## config.mk

```make
export PLATFORM = sky130hd
export DESIGN_NAME = rfid_reader_frame_parser
export DESIGN_NICKNAME = d
export VERILOG_FILES = /design/src/rtl/rfp_pkg.sv /design/src/rtl/rfp_front.sv /design/src/rtl/rfp_queue.sv /design/src/rtl/rfp_back.sv /design/src/rtl/rfid_reader_frame_parser.sv
export SDC_FILE = /design/constraint.sdc
export NUM_CORES = 1
export LEC_CHECK = 0
export BUFFER_PORTS_ARGS = -buffer_cell sky130_fd_sc_hd__buf_2
export CORE_MARGIN = 4
export CORE_UTILIZATION = 44
export CTS_CLUSTER_DIAMETER = 100
export CTS_CLUSTER_SIZE = 28
export DETAILED_ROUTE_END_ITERATION = 8
export RECOVER_POWER = 100
export SYNTH_ARGS = -nofsm -noshare
export SYNTH_HDL_FRONTEND = slang
export SYNTH_SLANG_ARGS = --single-unit
```

## constraint.sdc

```tcl
create_clock -name clk -period 12.5 [get_ports clk]
set_input_delay 2.5 -clock clk [delete_from_list [all_inputs] [get_ports clk]]
set_output_delay 2.5 -clock clk [all_outputs]
set_load 0.01 [all_outputs]
```

## src/rtl/rfp_pkg.sv

```systemverilog
`timescale 1ns / 1ps
// ----------------------------------------------------------------------------
// rfp_pkg: shared types and constants of the RFID reader frame parser
// Register indexes, reset values, result status codes and the frame request
// descriptor passed from the byte parser to the result emitter.
// ----------------------------------------------------------------------------
package rfp_pkg;

  localparam int FRAME_MAX_DEF = 64;
  localparam int EPC_MAX_DEF   = 12;
  localparam int QUEUE_DEPTH   = 2;
  localparam int CFG_IDX_W     = 3;

  // configuration register indexes
  localparam logic [CFG_IDX_W-1:0] REG_HEADER      = 3'd0;
  localparam logic [CFG_IDX_W-1:0] REG_END         = 3'd1;
  localparam logic [CFG_IDX_W-1:0] REG_SINGLE_POLL = 3'd2;
  localparam logic [CFG_IDX_W-1:0] REG_MULTI_POLL  = 3'd3;
  localparam logic [CFG_IDX_W-1:0] REG_FAILURE     = 3'd4;
  localparam logic [CFG_IDX_W-1:0] REG_NO_TAG      = 3'd5;

  localparam logic [7:0] RST_HEADER      = 8'd187;
  localparam logic [7:0] RST_END         = 8'd126;
  localparam logic [7:0] RST_SINGLE_POLL = 8'd34;
  localparam logic [7:0] RST_MULTI_POLL  = 8'd39;
  localparam logic [7:0] RST_FAILURE     = 8'd255;
  localparam logic [7:0] RST_NO_TAG      = 8'd21;

  // result status codes
  localparam logic [1:0] ST_TAG     = 2'd0;
  localparam logic [1:0] ST_NO_TAG  = 2'd1;
  localparam logic [1:0] ST_CMD_ERR = 2'd2;
  localparam logic [1:0] ST_INVALID = 2'd3;

  typedef struct packed {
    logic [7:0] header_byte;
    logic [7:0] end_byte;
    logic [7:0] single_poll_code;
    logic [7:0] multi_poll_code;
    logic [7:0] failure_code;
    logic [7:0] no_tag_error;
  } cfg_t;

  typedef struct packed {
    logic [1:0] status;
    logic [7:0] rssi;
  } desc_t;

endpackage

```

## src/rtl/rfp_front.sv

```systemverilog
`timescale 1ns / 1ps
// ----------------------------------------------------------------------------
// rfp_front: byte parser
// Hunts for the header, tracks frame position, length and checksum, keeps
// the EPC bytes and issues one request descriptor per frame that has results.
// ----------------------------------------------------------------------------
module rfp_front #(
  parameter int FRAME_MAX = rfp_pkg::FRAME_MAX_DEF,
  parameter int EPC_MAX   = rfp_pkg::EPC_MAX_DEF,
  localparam int NW       = $clog2(EPC_MAX + 1)
) (
  input  logic                clk,
  input  logic                rst_n,
  input  rfp_pkg::cfg_t       cfg_i,
  input  logic                byte_vld_i,
  input  logic [7:0]          byte_i,
  output logic                push_o,
  output rfp_pkg::desc_t      desc_o,
  output logic [NW-1:0]       cnt_o,
  output logic [7:0]          epc_o [EPC_MAX]
);
  import rfp_pkg::*;

  localparam int POS_W = $clog2(FRAME_MAX);
  localparam int TOT_W = $clog2(FRAME_MAX + 1);
  localparam int CW    = TOT_W + 4;
  localparam int EIW   = (EPC_MAX > 1) ? $clog2(EPC_MAX) : 1;

  logic [POS_W-1:0] pos_r, pos_nxt;
  logic [TOT_W-1:0] total_r, total_nxt;
  logic [7:0]       len_hi_r, len_hi_nxt;
  logic [7:0]       sum_r, sum_nxt;
  logic [7:0]       cmd_r, cmd_nxt;
  logic [7:0]       first_r, first_nxt;
  logic [7:0]       chk_r, chk_nxt;
  logic [7:0]       epc_r [EPC_MAX];

  logic             epc_we;
  logic [CW-1:0]    p_x, total_x, plen, n_x, epc_off;
  logic [16:0]      len_full;
  logic [7:0]       sum_add;

  assign p_x      = CW'(pos_r);
  assign total_x  = CW'(total_r);
  assign len_full = {1'b0, len_hi_r, byte_i} + 17'd7;
  assign plen     = total_x - CW'(7);
  assign n_x      = plen - CW'(5);
  assign epc_off  = p_x - CW'(8);
  assign sum_add  = sum_r + byte_i;

  always_comb begin
    pos_nxt    = pos_r;
    total_nxt  = total_r;
    len_hi_nxt = len_hi_r;
    sum_nxt    = sum_r;
    cmd_nxt    = cmd_r;
    first_nxt  = first_r;
    chk_nxt    = chk_r;
    epc_we     = 1'b0;
    push_o     = 1'b0;
    desc_o     = '0;
    cnt_o      = NW'(1);
    if (byte_vld_i) begin
      if (p_x == '0) begin
        if (byte_i == cfg_i.header_byte) begin
          sum_nxt = '0;
          pos_nxt = POS_W'(1);
        end
      end else if (p_x == CW'(1)) begin
        sum_nxt = sum_add;
        pos_nxt = pos_r + POS_W'(1);
      end else if (p_x == CW'(2)) begin
        cmd_nxt = byte_i;
        sum_nxt = sum_add;
        pos_nxt = pos_r + POS_W'(1);
      end else if (p_x == CW'(3)) begin
        len_hi_nxt = byte_i;
        sum_nxt    = sum_add;
        pos_nxt    = pos_r + POS_W'(1);
      end else if (p_x == CW'(4)) begin
        total_nxt = TOT_W'(len_full);
        if (len_full > 17'(FRAME_MAX)) begin
          pos_nxt = '0;     // oversize frame: back to hunting
        end else begin
          sum_nxt = sum_add;
          pos_nxt = pos_r + POS_W'(1);
        end
      end else if (p_x < total_x - CW'(2)) begin
        sum_nxt = sum_add;
        if (p_x == CW'(5)) begin
          first_nxt = byte_i;
        end
        if (p_x >= CW'(8) && epc_off < CW'(EPC_MAX)) begin
          epc_we = 1'b1;
        end
        pos_nxt = pos_r + POS_W'(1);
      end else if (p_x == total_x - CW'(2)) begin
        chk_nxt = byte_i;
        pos_nxt = pos_r + POS_W'(1);
      end else begin
        pos_nxt = '0;
        if (byte_i == cfg_i.end_byte) begin
          push_o = 1'b1;
          if (chk_r != sum_r) begin
            desc_o.status = ST_INVALID;
          end else if (cmd_r == cfg_i.single_poll_code ||
                       cmd_r == cfg_i.multi_poll_code) begin
            if (plen < CW'(5) || n_x == '0 || n_x > CW'(EPC_MAX)) begin
              desc_o.status = ST_INVALID;
            end else begin
              desc_o.status = ST_TAG;
              desc_o.rssi   = first_r;
              cnt_o         = n_x[NW-1:0];
            end
          end else if (cmd_r == cfg_i.failure_code && plen != '0) begin
            desc_o.status = (first_r == cfg_i.no_tag_error) ? ST_NO_TAG : ST_CMD_ERR;
          end else begin
            push_o = 1'b0;  // other commands give nothing
          end
        end
      end
    end
  end

  always_ff @(posedge clk) begin
    if (!rst_n) begin
      pos_r   <= '0;
      total_r <= '0;
    end else begin
      pos_r   <= pos_nxt;
      total_r <= total_nxt;
    end
  end

  always_ff @(posedge clk) begin
    len_hi_r <= len_hi_nxt;
    sum_r    <= sum_nxt;
    cmd_r    <= cmd_nxt;
    first_r  <= first_nxt;
    chk_r    <= chk_nxt;
    if (epc_we) begin
      epc_r[epc_off[EIW-1:0]] <= byte_i;
    end
  end

  assign epc_o = epc_r;

endmodule

```

## src/rtl/rfp_queue.sv

```systemverilog
`timescale 1ns / 1ps
// ----------------------------------------------------------------------------
// rfp_queue: request queue
// Short FIFO of frame descriptors with their EPC bytes, between parser and
// emitter.
// ----------------------------------------------------------------------------
module rfp_queue #(
  parameter int EPC_MAX   = rfp_pkg::EPC_MAX_DEF,
  localparam int NW       = $clog2(EPC_MAX + 1)
) (
  input  logic                clk,
  input  logic                rst_n,
  input  logic                push_i,
  input  rfp_pkg::desc_t      desc_i,
  input  logic [NW-1:0]       cnt_i,
  input  logic [7:0]          epc_i [EPC_MAX],
  input  logic                pop_i,
  output logic                full_o,
  output logic                empty_o,
  output rfp_pkg::desc_t      desc_o,
  output logic [NW-1:0]       cnt_o,
  output logic [7:0]          epc_o [EPC_MAX]
);
  import rfp_pkg::*;

  localparam int AW = (QUEUE_DEPTH > 1) ? $clog2(QUEUE_DEPTH) : 1;
  localparam int CNT_W = $clog2(QUEUE_DEPTH + 1);

  desc_t         desc_q [QUEUE_DEPTH];
  logic [NW-1:0] cnt_q  [QUEUE_DEPTH];
  logic [7:0]    epc_q  [QUEUE_DEPTH][EPC_MAX];

  logic [AW-1:0]    wr_ptr_r, wr_ptr_nxt;
  logic [AW-1:0]    rd_ptr_r, rd_ptr_nxt;
  logic [CNT_W-1:0] fill_r, fill_nxt;

  always_comb begin
    wr_ptr_nxt = wr_ptr_r;
    rd_ptr_nxt = rd_ptr_r;
    fill_nxt   = fill_r;
    if (push_i) begin
      wr_ptr_nxt = (wr_ptr_r == AW'(QUEUE_DEPTH - 1)) ? '0 : wr_ptr_r + AW'(1);
    end
    if (pop_i) begin
      rd_ptr_nxt = (rd_ptr_r == AW'(QUEUE_DEPTH - 1)) ? '0 : rd_ptr_r + AW'(1);
    end
    if (push_i && !pop_i) begin
      fill_nxt = fill_r + CNT_W'(1);
    end else if (pop_i && !push_i) begin
      fill_nxt = fill_r - CNT_W'(1);
    end
  end

  always_ff @(posedge clk) begin
    if (!rst_n) begin
      wr_ptr_r <= '0;
      rd_ptr_r <= '0;
      fill_r   <= '0;
    end else begin
      wr_ptr_r <= wr_ptr_nxt;
      rd_ptr_r <= rd_ptr_nxt;
      fill_r   <= fill_nxt;
    end
  end

  always_ff @(posedge clk) begin
    if (push_i) begin
      desc_q[wr_ptr_r] <= desc_i;
      cnt_q[wr_ptr_r]  <= cnt_i;
      epc_q[wr_ptr_r]  <= epc_i;
    end
  end

  assign full_o  = (fill_r == CNT_W'(QUEUE_DEPTH));
  assign empty_o = (fill_r == '0);
  assign desc_o  = desc_q[rd_ptr_r];
  assign cnt_o   = cnt_q[rd_ptr_r];
  assign epc_o   = epc_q[rd_ptr_r];

endmodule

```

## src/rtl/rfp_back.sv

```systemverilog
`timescale 1ns / 1ps
// ----------------------------------------------------------------------------
// rfp_back: result emitter
// Expands the request at the queue head into its run of result items, one
// per cycle while the receiver pops, through a registered output stage.
// ----------------------------------------------------------------------------
module rfp_back #(
  parameter int EPC_MAX   = rfp_pkg::EPC_MAX_DEF,
  localparam int NW       = $clog2(EPC_MAX + 1)
) (
  input  logic                clk,
  input  logic                rst_n,
  input  logic                q_empty_i,
  input  rfp_pkg::desc_t      desc_i,
  input  logic [NW-1:0]       cnt_i,
  input  logic [7:0]          epc_i [EPC_MAX],
  output logic                q_pop_o,
  input  logic                pop_i,
  output logic                empty_o,
  output logic [1:0]          status_o,
  output logic [7:0]          rssi_o,
  output logic [3:0]          epc_length_o,
  output logic [3:0]          epc_index_o,
  output logic [7:0]          epc_byte_o,
  output logic                last_o
);
  import rfp_pkg::*;

  localparam int EIW = (EPC_MAX > 1) ? $clog2(EPC_MAX) : 1;

  logic [NW-1:0] idx_r;
  logic          ov_r;
  logic [1:0]    status_r;
  logic [7:0]    rssi_r;
  logic [3:0]    len_r;
  logic [3:0]    index_r;
  logic [7:0]    byte_r;
  logic          last_r;

  logic load, last_item, is_tag;

  assign load      = !q_empty_i && (!ov_r || pop_i);
  assign last_item = (idx_r == cnt_i - NW'(1));
  assign is_tag    = (desc_i.status == ST_TAG);
  assign q_pop_o   = load && last_item;

  always_ff @(posedge clk) begin
    if (!rst_n) begin
      ov_r  <= 1'b0;
      idx_r <= '0;
    end else begin
      if (load) begin
        ov_r  <= 1'b1;
        idx_r <= last_item ? '0 : idx_r + NW'(1);
      end else if (pop_i) begin
        ov_r  <= 1'b0;
      end
    end
  end

  always_ff @(posedge clk) begin
    if (load) begin
      status_r <= desc_i.status;
      rssi_r   <= is_tag ? desc_i.rssi : '0;
      len_r    <= is_tag ? 4'(cnt_i) : '0;
      index_r  <= is_tag ? 4'(idx_r) : '0;
      byte_r   <= is_tag ? epc_i[idx_r[EIW-1:0]] : '0;
      last_r   <= last_item;
    end
  end

  assign empty_o      = !ov_r;
  assign status_o     = status_r;
  assign rssi_o       = rssi_r;
  assign epc_length_o = len_r;
  assign epc_index_o  = index_r;
  assign epc_byte_o   = byte_r;
  assign last_o       = last_r;

endmodule

```

## src/rtl/rfid_reader_frame_parser.sv

```systemverilog
`timescale 1ns / 1ps
// ----------------------------------------------------------------------------
// rfid_reader_frame_parser: receive-side frame parser of a UHF RFID reader
// Bytes from the serial link go in on the in_ queue port (push/full), one per
// cycle at most. Results come out on the out_ queue port (empty/pop): a tag
// frame gives one item per EPC byte, other frames one item, all with last set
// on the final item of the run. cfg_ writes are registered; the user must
// make them while the block is idle, which the block itself does not enforce.
// The first result of a frame passes through the request queue and the output
// register; the rest of the run follows one item per cycle while out_pop is
// held. Throughput: one byte per cycle on the input while full is low; one
// result per cycle out of the output register while the receiver pops. A
// two-entry request queue sits between the parser and the emitter; full rises
// when two frames' results are still waiting, and it holds input until the
// emitter frees an entry, so a stalled receiver only holds back input once
// that queue has filled.
// Reset: synchronous, active low; the parser hunts for a header, the queue
// and output register are empty and the registers take their defaults.
// ----------------------------------------------------------------------------
module rfid_reader_frame_parser #(
  parameter int FRAME_MAX = rfp_pkg::FRAME_MAX_DEF,
  parameter int EPC_MAX   = rfp_pkg::EPC_MAX_DEF
) (
  input  logic                          clk,
  input  logic                          rst_n,
  // input channel
  input  logic                          in_push,
  input  logic [7:0]                    in_rx_byte,
  output logic                          in_full,
  // result channel
  output logic                          out_empty,
  input  logic                          out_pop,
  output logic [1:0]                    out_status,
  output logic [7:0]                    out_rssi,
  output logic [3:0]                    out_epc_length,
  output logic [3:0]                    out_epc_index,
  output logic [7:0]                    out_epc_byte,
  output logic                          out_last,
  // configuration
  input  logic                          cfg_we,
  input  logic [rfp_pkg::CFG_IDX_W-1:0] cfg_index,
  input  logic [7:0]                    cfg_wdata
);
  import rfp_pkg::*;

  localparam int NW = $clog2(EPC_MAX + 1);

  cfg_t cfg_r, cfg_nxt;

  // parser -> queue
  logic          f_push;
  desc_t         f_desc;
  logic [NW-1:0] f_cnt;
  logic [7:0]    f_epc [EPC_MAX];

  // queue -> emitter
  logic          q_full, q_empty, q_pop;
  desc_t         q_desc;
  logic [NW-1:0] q_cnt;
  logic [7:0]    q_epc [EPC_MAX];

  logic in_acc;

  // configuration registers; unknown indexes are ignored
  always_comb begin
    cfg_nxt = cfg_r;
    if (cfg_we) begin
      unique case (cfg_index)
        REG_HEADER:      cfg_nxt.header_byte      = cfg_wdata;
        REG_END:         cfg_nxt.end_byte         = cfg_wdata;
        REG_SINGLE_POLL: cfg_nxt.single_poll_code = cfg_wdata;
        REG_MULTI_POLL:  cfg_nxt.multi_poll_code  = cfg_wdata;
        REG_FAILURE:     cfg_nxt.failure_code     = cfg_wdata;
        REG_NO_TAG:      cfg_nxt.no_tag_error     = cfg_wdata;
        default:         cfg_nxt = cfg_r;
      endcase
    end
  end

  always_ff @(posedge clk) begin
    if (!rst_n) begin
      cfg_r.header_byte      <= RST_HEADER;
      cfg_r.end_byte         <= RST_END;
      cfg_r.single_poll_code <= RST_SINGLE_POLL;
      cfg_r.multi_poll_code  <= RST_MULTI_POLL;
      cfg_r.failure_code     <= RST_FAILURE;
      cfg_r.no_tag_error     <= RST_NO_TAG;
    end else begin
      cfg_r <= cfg_nxt;
    end
  end

  // a byte is taken only while the request queue has room
  assign in_full = q_full;
  assign in_acc  = in_push && !q_full;

  rfp_front #(
    .FRAME_MAX (FRAME_MAX),
    .EPC_MAX   (EPC_MAX)
  ) u_front (
    .clk        (clk),
    .rst_n      (rst_n),
    .cfg_i      (cfg_r),
    .byte_vld_i (in_acc),
    .byte_i     (in_rx_byte),
    .push_o     (f_push),
    .desc_o     (f_desc),
    .cnt_o      (f_cnt),
    .epc_o      (f_epc)
  );

  rfp_queue #(
    .EPC_MAX (EPC_MAX)
  ) u_queue (
    .clk     (clk),
    .rst_n   (rst_n),
    .push_i  (f_push),
    .desc_i  (f_desc),
    .cnt_i   (f_cnt),
    .epc_i   (f_epc),
    .pop_i   (q_pop),
    .full_o  (q_full),
    .empty_o (q_empty),
    .desc_o  (q_desc),
    .cnt_o   (q_cnt),
    .epc_o   (q_epc)
  );

  rfp_back #(
    .EPC_MAX (EPC_MAX)
  ) u_back (
    .clk          (clk),
    .rst_n        (rst_n),
    .q_empty_i    (q_empty),
    .desc_i       (q_desc),
    .cnt_i        (q_cnt),
    .epc_i        (q_epc),
    .q_pop_o      (q_pop),
    .pop_i        (out_pop),
    .empty_o      (out_empty),
    .status_o     (out_status),
    .rssi_o       (out_rssi),
    .epc_length_o (out_epc_length),
    .epc_index_o  (out_epc_index),
    .epc_byte_o   (out_epc_byte),
    .last_o       (out_last)
  );

endmodule
```

==> impl_results.md, run 1 <==
- Largest net degree at the start of global routing: between 60 and 70
- Number of synthesized register bits: ~450
- Area after DPL: just under 20000 um^2
- GPL Wtd Cong: 0.816
- Slowest cell delay on critical path: roughly 2600 ps
- Family with the most delay on the worst path: buffers and inverters
- RSZ-0062 raised after global routing: no
- Crit Path Category: input port to flip-flop
- Ys Warns: 0
- # clock sinks: 454
- CTS resizes: 0
- Yosys cell types: 65
- IO Pins: 53
- Die height: roughly 210 um
- M1 GR Usage: about a quarter
- Inst Count DP: 1746
- Total global-route track usage: around 16%
- Routed len/inst: roughly 21 um
- Final worst-path cycle share: 66.9%
- # hold bufs at CTS: 0
- Most common cell in the synthesized netlist: edfxtp_1
- CP startpoint kind: input port
- TNS Setup: 0 ps
- Comb pwr share: 2.2%
- Vias/cell: between 5 and 6
- Overall power: ~2.5 mW
- Die Width: about 210 um
- Met3 Use GR: roughly 1.6%
- Worst-margin pin slew: between 4000 and 5000 ps
- Num CTS Buffers: 20
- Mapped Cells: 1200
- Cell Int Power: 1.97 mW
- CTS tree: yes
- Clock insertion delay at the later pin of the skew report: 550 ps
- Mapped Avg Cell Area: around 15 um^2
- Cell Pwr Density: 125 nW/um^2
- Ys async rst share: 0%
- Net count of the mapped netlist: roughly 1300
- HPWL Detailed: between 20 and 25 mm
- Crit. End Element: flip-flop
- Core area: around 41000 um^2
- Status: finished, violations left
- Site Rows: 74
- Commonest cells post-synth: 383 x edfxtp_1, 145 x nand2_1, 71 x dfxtp_1
- Seq/Total Area, Yosys: ~70%
- # H-tree levels: 1
- Number of flops mapped to enable cells by yosys: between 300 and 400
- Crit-path cells: clkbuf_1 -> xor2_1 -> nor4_1 -> nand3_1 -> or4_1 -> nor3_1 -> clkbuf_1 -> buf_4
- CTS Buffer Depth: 3
- Sequential Power Share: 66.4%
- Routed WL: approximately 37 mm
- NetSw: 0.488 mW
- Die Area: between 40000 and 50000 um^2
- Vias in the first global route: about 10000
- Leak: ~6.3 nW
- Tmin final: between 8000 and 9000 ps
- Switch share: 19.9%
- DR vias: 9716
- Peak supply drop: around 0.098 mV
- Final Hold Vio Count: 0
- Worst path slowest cell: clkbuf_1
- Synth area leader: edfxtp_1
- PortBufs: between 50 and 60
- Failing checks: capacitance limit, slew limit
- Prevailing post-synth register cell: edfxtp_1
- Worst Path Buf+Inv: 3
- Mapped cell area: between 15000 and 20000 um^2
- Max Cap Viol: 17
- Final Skew: about 24 ps
- Fin nets: ~1300
- Relative slew slack: -200%
- Worst r2r path cells: 10
- Max FO, Critical Path: 63
- Drt drc: 0
- Max Fclk: roughly 0.12 GHz
- Hold path depth: 0
- Clock Tree Root: clkbuf_16
- Area contributors post-synth: edfxtp_1 63%, dfxtp_1 7.7%, mux4_2 6.9%
- Worst path required time: about 13000 ps
- Util after Layout: between 40% and 50%
- Worst Hold Class: flip-flop to flip-flop
- Slew Limit Fails: approximately 460
- Arr. time, crit path: between 8000 and 9000 ps
- Critical path depth: 8
- Remaining antenna violation count after routing: 0
- # setup viols final: 0
- Drt pass-1 iters: 5
- First-pass GRT wire length: 57.5 mm
- Initial DRC count: between 500 and 600
- Share of cells above drive strength 1: 8.72%
- Most crowded layer after global routing: met2
- Global route overflow: 0
- Clock network power share: roughly a third
- Top cell type's share of synthesized area: between 60% and 70%
- Initial Util: around 45%
- Post-Layout Inst Area: ~20000 um^2
- Initial antenna violation count: 1
- Setup bufs post-CTS: 0
- Most used cell, CP: clkbuf_1
- Area growth from synthesis to layout: 7.03%
- Met2 Use GR: between 20 and 30%
- Clock Pin Slew Worst Setup and Hold Paths: 110 ps
- Non-Filler Instances: 1784
cell type report:
class                      instances  area, um^2
fill                            3548       21400
sequential                       454       12900
multi-input combinational        672        5070
tap                              532         666
clock buffer                      33         571
timing repair buffer              65         278
inverter                          23        86.3
clock inverter                     3        36.3
antenna                            2        5.00
cells in the final DEF (no fill, tap or decap), types with 17 or more instances in the layout:
| cell | n |
|---|---|
| edfxtp_1 | 383 |
| nand2_1 | 145 |
| dfxtp_1 | 70 |
| nor2_1 | 68 |
| clkbuf_1 | 60 |
| mux4_2 | 56 |
| xor2_1 | 47 |
| nand3_1 | 46 |
| xnor2_1 | 44 |
| a21oi_1 | 41 |
| ha_1 | 31 |
| inv_1 | 21 |
| nor3_1 | 21 |
| clkbuf_16 | 21 |
| nor4_1 | 17 |
power by group through the flow:
| stage | combinational (mW) | clock [mW] | sequential, mW |
|---|---|---|---|
| 2_1_floorplan | 0.0295 | 0 | 1.66 |
| 3_3_place_gp | 0.0539 | 0 | 1.66 |
| 3_5_place_dp | 0.0550 | 0 | 1.66 |
| 4_1_cts | 0.0551 | 0.797 | 1.63 |
| 5_1_grt | 0.0594 | 0.850 | 1.63 |
| 6_report | 0.0542 | 0.770 | 1.63 |
cell families after synthesis:
group | Yosys count | synth area share (%)
flops | 454 | 70.5
compound gates | 104 | 3.79
fa+ha+maj | 32 | 2.22
xor+xnor | 92 | 4.43
mux | 73 | 7.82
simple gates | 371 | 9.58
buf+inv | 74 | 1.70
metrics by stage:
stage	setup slack [ps]	hold WS (ps)
after floorplan	637	421
after global placement	6250	422
after detailed placement	6220	429
after CTS	6810	442
after global routing	3480	463
final	4130	446
layer usage:
| layer | vias to the layer above | part of all wire, % |
|---|---|---|
| met1 | 4948 | 46 |
| met4 | 0 | 1.4 |
| met5 | - | 0 |
| li1 | 4559 | - |
| met2 | 180 | 49 |
| met3 | 29 | 3.7 |
sequential cells by signal (all words and copies together) (netlist names), 4 cells and up, named ones only:
name                 count
u_queue.epc_q          192
u_front.cmd_r            8
u_front.pos_r            6
u_back.epc_length_o      4
u_back.idx_r             4
u_front.total_r          7
u_front.epc_o           96
u_front.first_r          8
u_front.chk_r            8
u_queue.desc_q          20
u_queue.cnt_q            8
cfg_r                   48
u_front.sum_r            8
u_back.epc_index_o       4
u_back.rssi_o            8
u_front.len_hi_r         8
u_back.epc_byte_o        8
worst paths after layout:
check | start | end | slack (ps)
worst min register to register | u_front.epc_o[29] | u_queue.epc_q[0][29] | 450
worst max register to register | flip-flop | u_queue.fill_r[1] | 5160
worst min-delay path | u_front.epc_o[29] | u_queue.epc_q[0][29] | 450
worst max-delay path | in_rx_byte[2] | u_queue.epc_q[0][69] | 4130
(Power assumes the default switching activity.)
==> inputs of run 2 (changes only) <==
- clock period: 12.5 -> 8.64 ns (I/O delays scaled with it)
==> impl_results.md, run 2 (synthesis results as in run 1) <==
- Worst path required time: 8780 ps (was 12670 ps)
- Worst path slowest cell: clkbuf_1 (unchanged)
- Arr. time, crit path: 6280 ps (was 8540 ps)
- Initial Util: 44.7% (unchanged)
- Area occupied by multi-input gates: 5090 um^2 (was 5070 um^2)
- Routed WL: 37.0 mm (was 37.2 mm)
- Met3 Use GR: 1.58% (was 1.61%)
- Crit. End Element: flip-flop (unchanged)
- CTS tree: yes (unchanged)
- Post-Layout Inst Area: 19700 um^2 (was 19600 um^2)
- Initial antenna violation count: 1 (unchanged)
- Cell Int Power: 2.83 mW (was 1.97 mW)
- Share of cells above drive strength 1: 9.11% (was 8.72%)
- Critical path depth: 8 (unchanged)
- Final worst-path cycle share: a little under three quarters
- # H-tree levels: 1 (unchanged)
- NetSw: 0.709 mW (was 0.488 mW)
- Met2 Use GR: 27.8% (was 28.2%)
- Clock Tree Root: clkbuf_16 (unchanged)
- R2r setup slk: 2600 ps (was 5160 ps)
- IO Pins: 53 (unchanged)
- Leak: 6.29 nW (about the same)
- Switch share: 20.1% (was 19.9%)
- R2R Path End: u_queue.fill_r[1] (unchanged)
- Clock insertion delay at the later pin of the skew report: 550 ps (about the same)
- Remaining antenna violation count after routing: 0 (unchanged)
- Family with the most delay on the worst path: buffers and inverters (unchanged)
- Worst Path Buf+Inv: 3 (unchanged)
- Die height: 212 um (unchanged)
- First-pass GRT wire length: 56.6 mm (was 57.5 mm)
- Worst Hold Class: flip-flop to flip-flop (unchanged)
- CTS Buffer Depth: 3 (unchanged)
- Commonest non-fill, non-tap cell in the layout: edfxtp_1 (unchanged)
- Largest net degree at the start of global routing: 68 (was 64)
- Commonest non-fill, non-tap cells in the layout: 383 x edfxtp_1, 145 x nand2_1, 69 x dfxtp_1, 68 x nor2_1, 60 x clkbuf_1 (was 383 x edfxtp_1, 145 x nand2_1, 70 x dfxtp_1, 68 x nor2_1, 60 x clkbuf_1)
- Worst Setup SP: in_rx_byte[4] (was in_rx_byte[2])
- Crit Path Category: input port to flip-flop (unchanged)
- Num CTS Buffers: 20 (unchanged)
- Fin nets: 1295 (was 1292)
- Slowest cell delay on critical path: 1280 ps (was 2560 ps)
- TNS Setup: 0 ps (unchanged)
- PortBufs: 52 (unchanged)
- Site Rows: 74 (unchanged)
- Cell Pwr Density: 180 nW/um^2 (was 125 nW/um^2)
- Failing checks: capacitance limit, slew limit (unchanged)
- Area after DPL: 19200 um^2 (about the same)
- Sequential Power Share: 66.7% (was 66.4%)
- Worst r2r path cells: 9 (was 10)
- # hold bufs at CTS: 0 (unchanged)
- Total global-route track usage: 16.2% (was 16.4%)
- # setup viols final: 0 (unchanged)
- Slew Limit Fails: 378 (was 461)
- HPWL Detailed: 23.0 mm (was 23.2 mm)
- Largest register FFs: 192 (unchanged)
- Vias/cell: 5.38 (was 5.45)
- Relative slew slack: -94.8% (was -200%)
- Drt pass-1 iters: 5 (unchanged)
- M1 GR Usage: 23.2% (was 23.4%)
- Routed len/inst: 20.7 um (was 20.8 um)
- Core area: 41000 um^2 (unchanged)
- Initial DRC count: 739 (was 589)
- Setup bufs post-CTS: 0 (unchanged)
- Max Fclk: 0.163 GHz
- Vias in the first global route: 9537 (was 9802)
- Fillers: 3558 (was 3548)
- Area growth from synthesis to layout: 7.17% (was 7.03%)
- Clock network power share: 31.1% (was 31.4%)
- Final Skew: 24.1 ps (was 24.0 ps)
- Global route overflow: 0 (unchanged)
- Die Width: 212 um (unchanged)
- # clock sinks: 454 (unchanged)
- Tmin final: 6140 ps
- DR vias: 9608 (was 9716)
- Largest register by flop count: u_queue.epc_q (unchanged)
- Peak supply drop: 0.136 mV (was 0.0984 mV)
- Die Area: 45000 um^2 (unchanged)
- Final Hold Vio Count: 0 (unchanged)
- GPL Wtd Cong: 0.815 (was 0.816)
- Critical Path End: u_queue.epc_q[0][32] (was u_queue.epc_q[0][69])
- Comb pwr share: 2.2% (about the same)
- Status: finished, violations left (unchanged)
- Sequential cell area: 12900 um^2 (about the same)
- Most crowded layer after global routing: met2 (unchanged)
- CTS resizes: 0 (unchanged)
- Max FO, Critical Path: 56 (was 63)
- Clock Pin Slew Worst Setup and Hold Paths: 110 ps (about the same)
- RSZ-0062 raised after global routing: no (unchanged)
- Drt drc: 0 (unchanged)
- Max Cap Viol: 15 (was 17)
- Worst-margin pin slew: 2920 ps (was 4500 ps)
- Crit-path cells: clkbuf_1 -> xor2_1 -> nor4_1 -> nand3_1 -> or4_1 -> nor3_4 -> buf_4 -> clkbuf_2 (was clkbuf_1 -> xor2_1 -> nor4_1 -> nand3_1 -> or4_1 -> nor3_1 -> clkbuf_1 -> buf_4)
- CP startpoint kind: input port (unchanged)
## run 2: cell type report
type,count,area share (%)
clock buffer,32,2.78
tap,532,3.39
clock inverter,3,0.248
multi-input combinational,672,25.9
sequential,454,65.8
antenna,1,0.0127
timing repair buffer,68,1.49
inverter,23,0.439
## run 2: worst min-delay path by stage
stage / start / to / slack, ps / depth (start not counted)
floorplan: u_front.epc_o[0] / u_queue.epc_q[0][0] / 420 / 0
global placement: u_front.epc_o[87] / u_queue.epc_q[0][87] / 420 / 0
detailed placement: u_front.epc_o[16] / u_queue.epc_q[0][16] / 430 / 0
CTS: u_front.epc_o[72] / u_queue.epc_q[1][72] / 440 / 0
global route: u_front.epc_o[72] / u_queue.epc_q[1][72] / 460 / 0
finish: u_front.epc_o[72] / u_queue.epc_q[1][72] / 430 / 0
## run 2: through the flow
stage               utilization (%)  worst slack [ps]  hold slack (ps)  total power, mW  cells
finish                         47.9              2500              435             3.54   1785
global route                   47.9              1780              460             3.66   1784
CTS                            48.3              3590              440             3.58   1784
detailed placement             46.9              3000              430             2.49   1749
global placement               46.9              3060              422             2.49   1749
floorplan                         -              1010              421             2.45   1200
## run 2: power groups by stage
stage	Combinational, mW	Clock, mW	Sequential (mW)
after floorplan	0.0427	0	2.41
after global placement	0.0786	0	2.41
after detailed placement	0.0801	0	2.41
after CTS	0.0804	1.14	2.36
after global routing	0.0864	1.22	2.36
final	0.0787	1.10	2.36
## run 2: worst reg2reg max path, stage by stage, from the launching register on
cell	delay [ps]
dfxtp_4	760
clkbuf_1	2160
mux2i_1	480
xnor2_1	320
xnor2_1	90
nor4_1	740
nand2_1	390
ha_1	530
or3_1	370
a21oi_1	140
## run 2: layer usage
metal | routed length, um | part of all wire [%] | up-vias
met5 | 0 | 0 | -
met4 | 601 | 1.6 | 0
met3 | 1270 | 3.4 | 31
met2 | 18500 | 50 | 179
met1 | 16700 | 45 | 4837
li1 | - | - | 4561
==> inputs of run 3 (changes only) <==
- clock period: 8.64 -> 5.1 ns (I/O delays scaled with it)
==> impl_results.md, run 3 (synthesis results as in run 1) <==
- Largest register by flop count: u_queue.epc_q (unchanged)
- CTS tree: yes (unchanged)
- # clock sinks: 454 (unchanged)
- Worst Hold Class: flip-flop to flip-flop (unchanged)
- Initial Util: 44.7% (unchanged)
- Slew Limit Fails: 142 (was 378)
- Final worst-path cycle share: about nine tenths
- Cell Pwr Density: 303 nW/um^2 (was 180 nW/um^2)
- Tmin final: roughly 4500 ps
- Most used cell, CP: clkbuf_1
- Setup bufs post-CTS: 0 (unchanged)
- Largest register FFs: 192 (unchanged)
- Initial antenna violation count: 0 (was 1)
- CTS resizes: 0 (unchanged)
- Relative slew slack: -37.6% (was -94.8%)
- Vias in the first global route: 9792 (was 9537)
- Leak: 6.28 nW (was 6.29 nW)
- Die height: 212 um (unchanged)
- IO Pins: 53 (unchanged)
- Hold path depth: 0 (unchanged)
- Max Cap Viol: 5 (was 15)
- Clock Pin Slew Worst Setup and Hold Paths: 100 ps (was 110 ps)
- R2R Path End: u_queue.epc_q[0][78] (was u_queue.fill_r[1])
- Clock insertion delay at the later pin of the skew report: 550 ps (about the same)
- Crit Path Category: input port to flip-flop (unchanged)
- Area growth from synthesis to layout: 7.62% (was 7.17%)
- First-pass GRT wire length: 58.0 mm (was 56.6 mm)
- GPL Wtd Cong: 0.833 (was 0.815)
- Die Width: 212 um (unchanged)
- Max FO, Critical Path: 18 (was 56)
- Worst path slowest cell: clkbuf_1 (unchanged)
- Crit. End Element: flip-flop (unchanged)
- Final Skew: 20.8 ps (was 24.1 ps)
- Reg-to-Reg Start: u_front.pos_r[0]
- CP startpoint kind: input port (unchanged)
- Vias/cell: 5.42 (was 5.38)
- Site Rows: 74 (unchanged)
- Hold EP: u_queue.epc_q[1][19] (was u_queue.epc_q[1][72])
- PortBufs: 52 (unchanged)
- Status: finished, violations left (unchanged)
- Fin nets: 1305 (was 1295)
- Share of cells above drive strength 1: 9.82% (was 9.11%)
- HPWL Detailed: 24.3 mm (was 23.0 mm)
- Num CTS Buffers: 20 (unchanged)
- Max Fclk: 0.222 GHz
- Util after Layout: 48.1% (was 47.9%)
- Peak supply drop: 0.190 mV (was 0.136 mV)
- Total global-route track usage: 16.7% (was 16.2%)
- Routed WL: 37.5 mm (was 37.0 mm)
- Crit-path cells: clkbuf_1 -> clkbuf_1 -> and4_1 -> nand4_1 -> xor2_1 -> o2111ai_1 -> o41ai_4 -> nor3_1 -> nor2_1 (was clkbuf_1 -> xor2_1 -> nor4_1 -> nand3_1 -> or4_1 -> nor3_4 -> buf_4 -> clkbuf_2)
- Largest net degree at the start of global routing: 69 (was 68)
- Final Hold Vio Count: 0 (unchanged)
- # H-tree levels: 1 (unchanged)
- Worst path required time: 5270 ps (was 8780 ps)
- Failing checks: capacitance limit, slew limit (unchanged)
- RSZ-0062 raised after global routing: no (unchanged)
- Routed len/inst: 20.9 um (was 20.7 um)
- DR vias: 9730 (was 9608)
- Slowest cell delay on critical path: 910 ps (was 1280 ps)
- Drt pass-1 iters: 5 (unchanged)
- Arr. time, crit path: 4660 ps (was 6280 ps)
- Clock Tree Root: clkbuf_16 (unchanged)
- R2r setup slk: 650 ps (was 2600 ps)
- Global route overflow: 0 (unchanged)
- Commonest non-fill, non-tap cell in the layout: edfxtp_1 (unchanged)
- Die Area: 45000 um^2 (unchanged)
- Worst-margin pin slew: 2060 ps (was 2920 ps)
- Remaining antenna violation count after routing: 0 (unchanged)
- Hold_sp: u_front.epc_o[19] (was u_front.epc_o[72])
- Commonest non-fill, non-tap cells in the layout: 383 x edfxtp_1, 145 x nand2_1, 70 x dfxtp_1, 68 x nor2_1, 62 x clkbuf_1 (was 383 x edfxtp_1, 145 x nand2_1, 69 x dfxtp_1, 68 x nor2_1, 60 x clkbuf_1)
- Worst r2r path cells: 7 (was 9)
- Initial DRC count: 670 (was 739)
- # hold bufs at CTS: 0 (unchanged)
- Core area: 41000 um^2 (unchanged)
- CTS Buffer Depth: 3 (unchanged)
- Drt drc: 0 (unchanged)
- # setup viols final: 0 (unchanged)
- Hold WS: 446 ps (was 435 ps)
run 3: how the worst max path moves through the flow:
stage                        from                   to  slack, ps
4_1_cts        u_front.total_r[2]    u_front.epc_o[85]        960
5_1_grt             in_rx_byte[0]     u_front.sum_r[7]        360
3_5_place_dp        in_rx_byte[1]     u_front.sum_r[3]        670
3_3_place_gp        in_rx_byte[1]     u_front.sum_r[3]        790
6_report            in_rx_byte[4]     u_front.sum_r[6]        600
2_1_floorplan       in_rx_byte[4]  u_queue.cnt_q[0][0]       -100
run 3: area by class of cell:
cell class                      count  area [um^2]
Clock inverter                      3         41.3
Antenna cell                        1         2.50
Timing Repair Buffer               78          369
Fill cell                        3551        21300
Clock buffer                       33          549
Inverter                           23         86.3
Tap cell                          532          666
Multi-Input combinational cell    672         5100
Sequential cell                   454        12900
run 3: metal layers:
metal	global-route usage [%]	vias to the layer above	wire length, um
met3	1.65	37	1380
met4	3.04	0	648
met1	23.8	4911	16900
met2	28.5	194	18600
li1	-	4588	-
met5	0	-	0
run 3: metrics by stage:
step / total power [mW] / cells / setup TNS (ps) / worst slack (ps) / area [um^2]
CTS: 6.04 / 1795 / 0 / 963 / 19900
floorplan: 4.15 / 1200 / -10720 / -97.5 / 18400
finish: 5.99 / 1796 / 0 / 604 / 19700
global placement: 4.22 / 1759 / 0 / 786 / 19300
detailed placement: 4.22 / 1759 / 0 / 667 / 19300
global route: 6.21 / 1795 / 0 / 358 / 19700
run 3: power by group:
| group | switching (mW) | leakage (nW) | total [mW] | internal [mW] |
|---|---|---|---|---|
| combinational | 0.0959 | 2.02 | 0.135 | 0.0389 |
| sequential | 0.00775 | 3.98 | 4.00 | 3.99 |
| clock | 1.09 | 0.281 | 1.86 | 0.767 |
run 3: critical path, delay by kind of cell:
| family | cells | cell delay [ps] |
|---|---|---|
| and+or+nand+nor | 4 | 1340 |
| xor gates and xnor gates | 1 | 190 |
| AOI/OAI and AO/OA | 2 | 680 |
| buffers and inverters | 2 | 1400 |
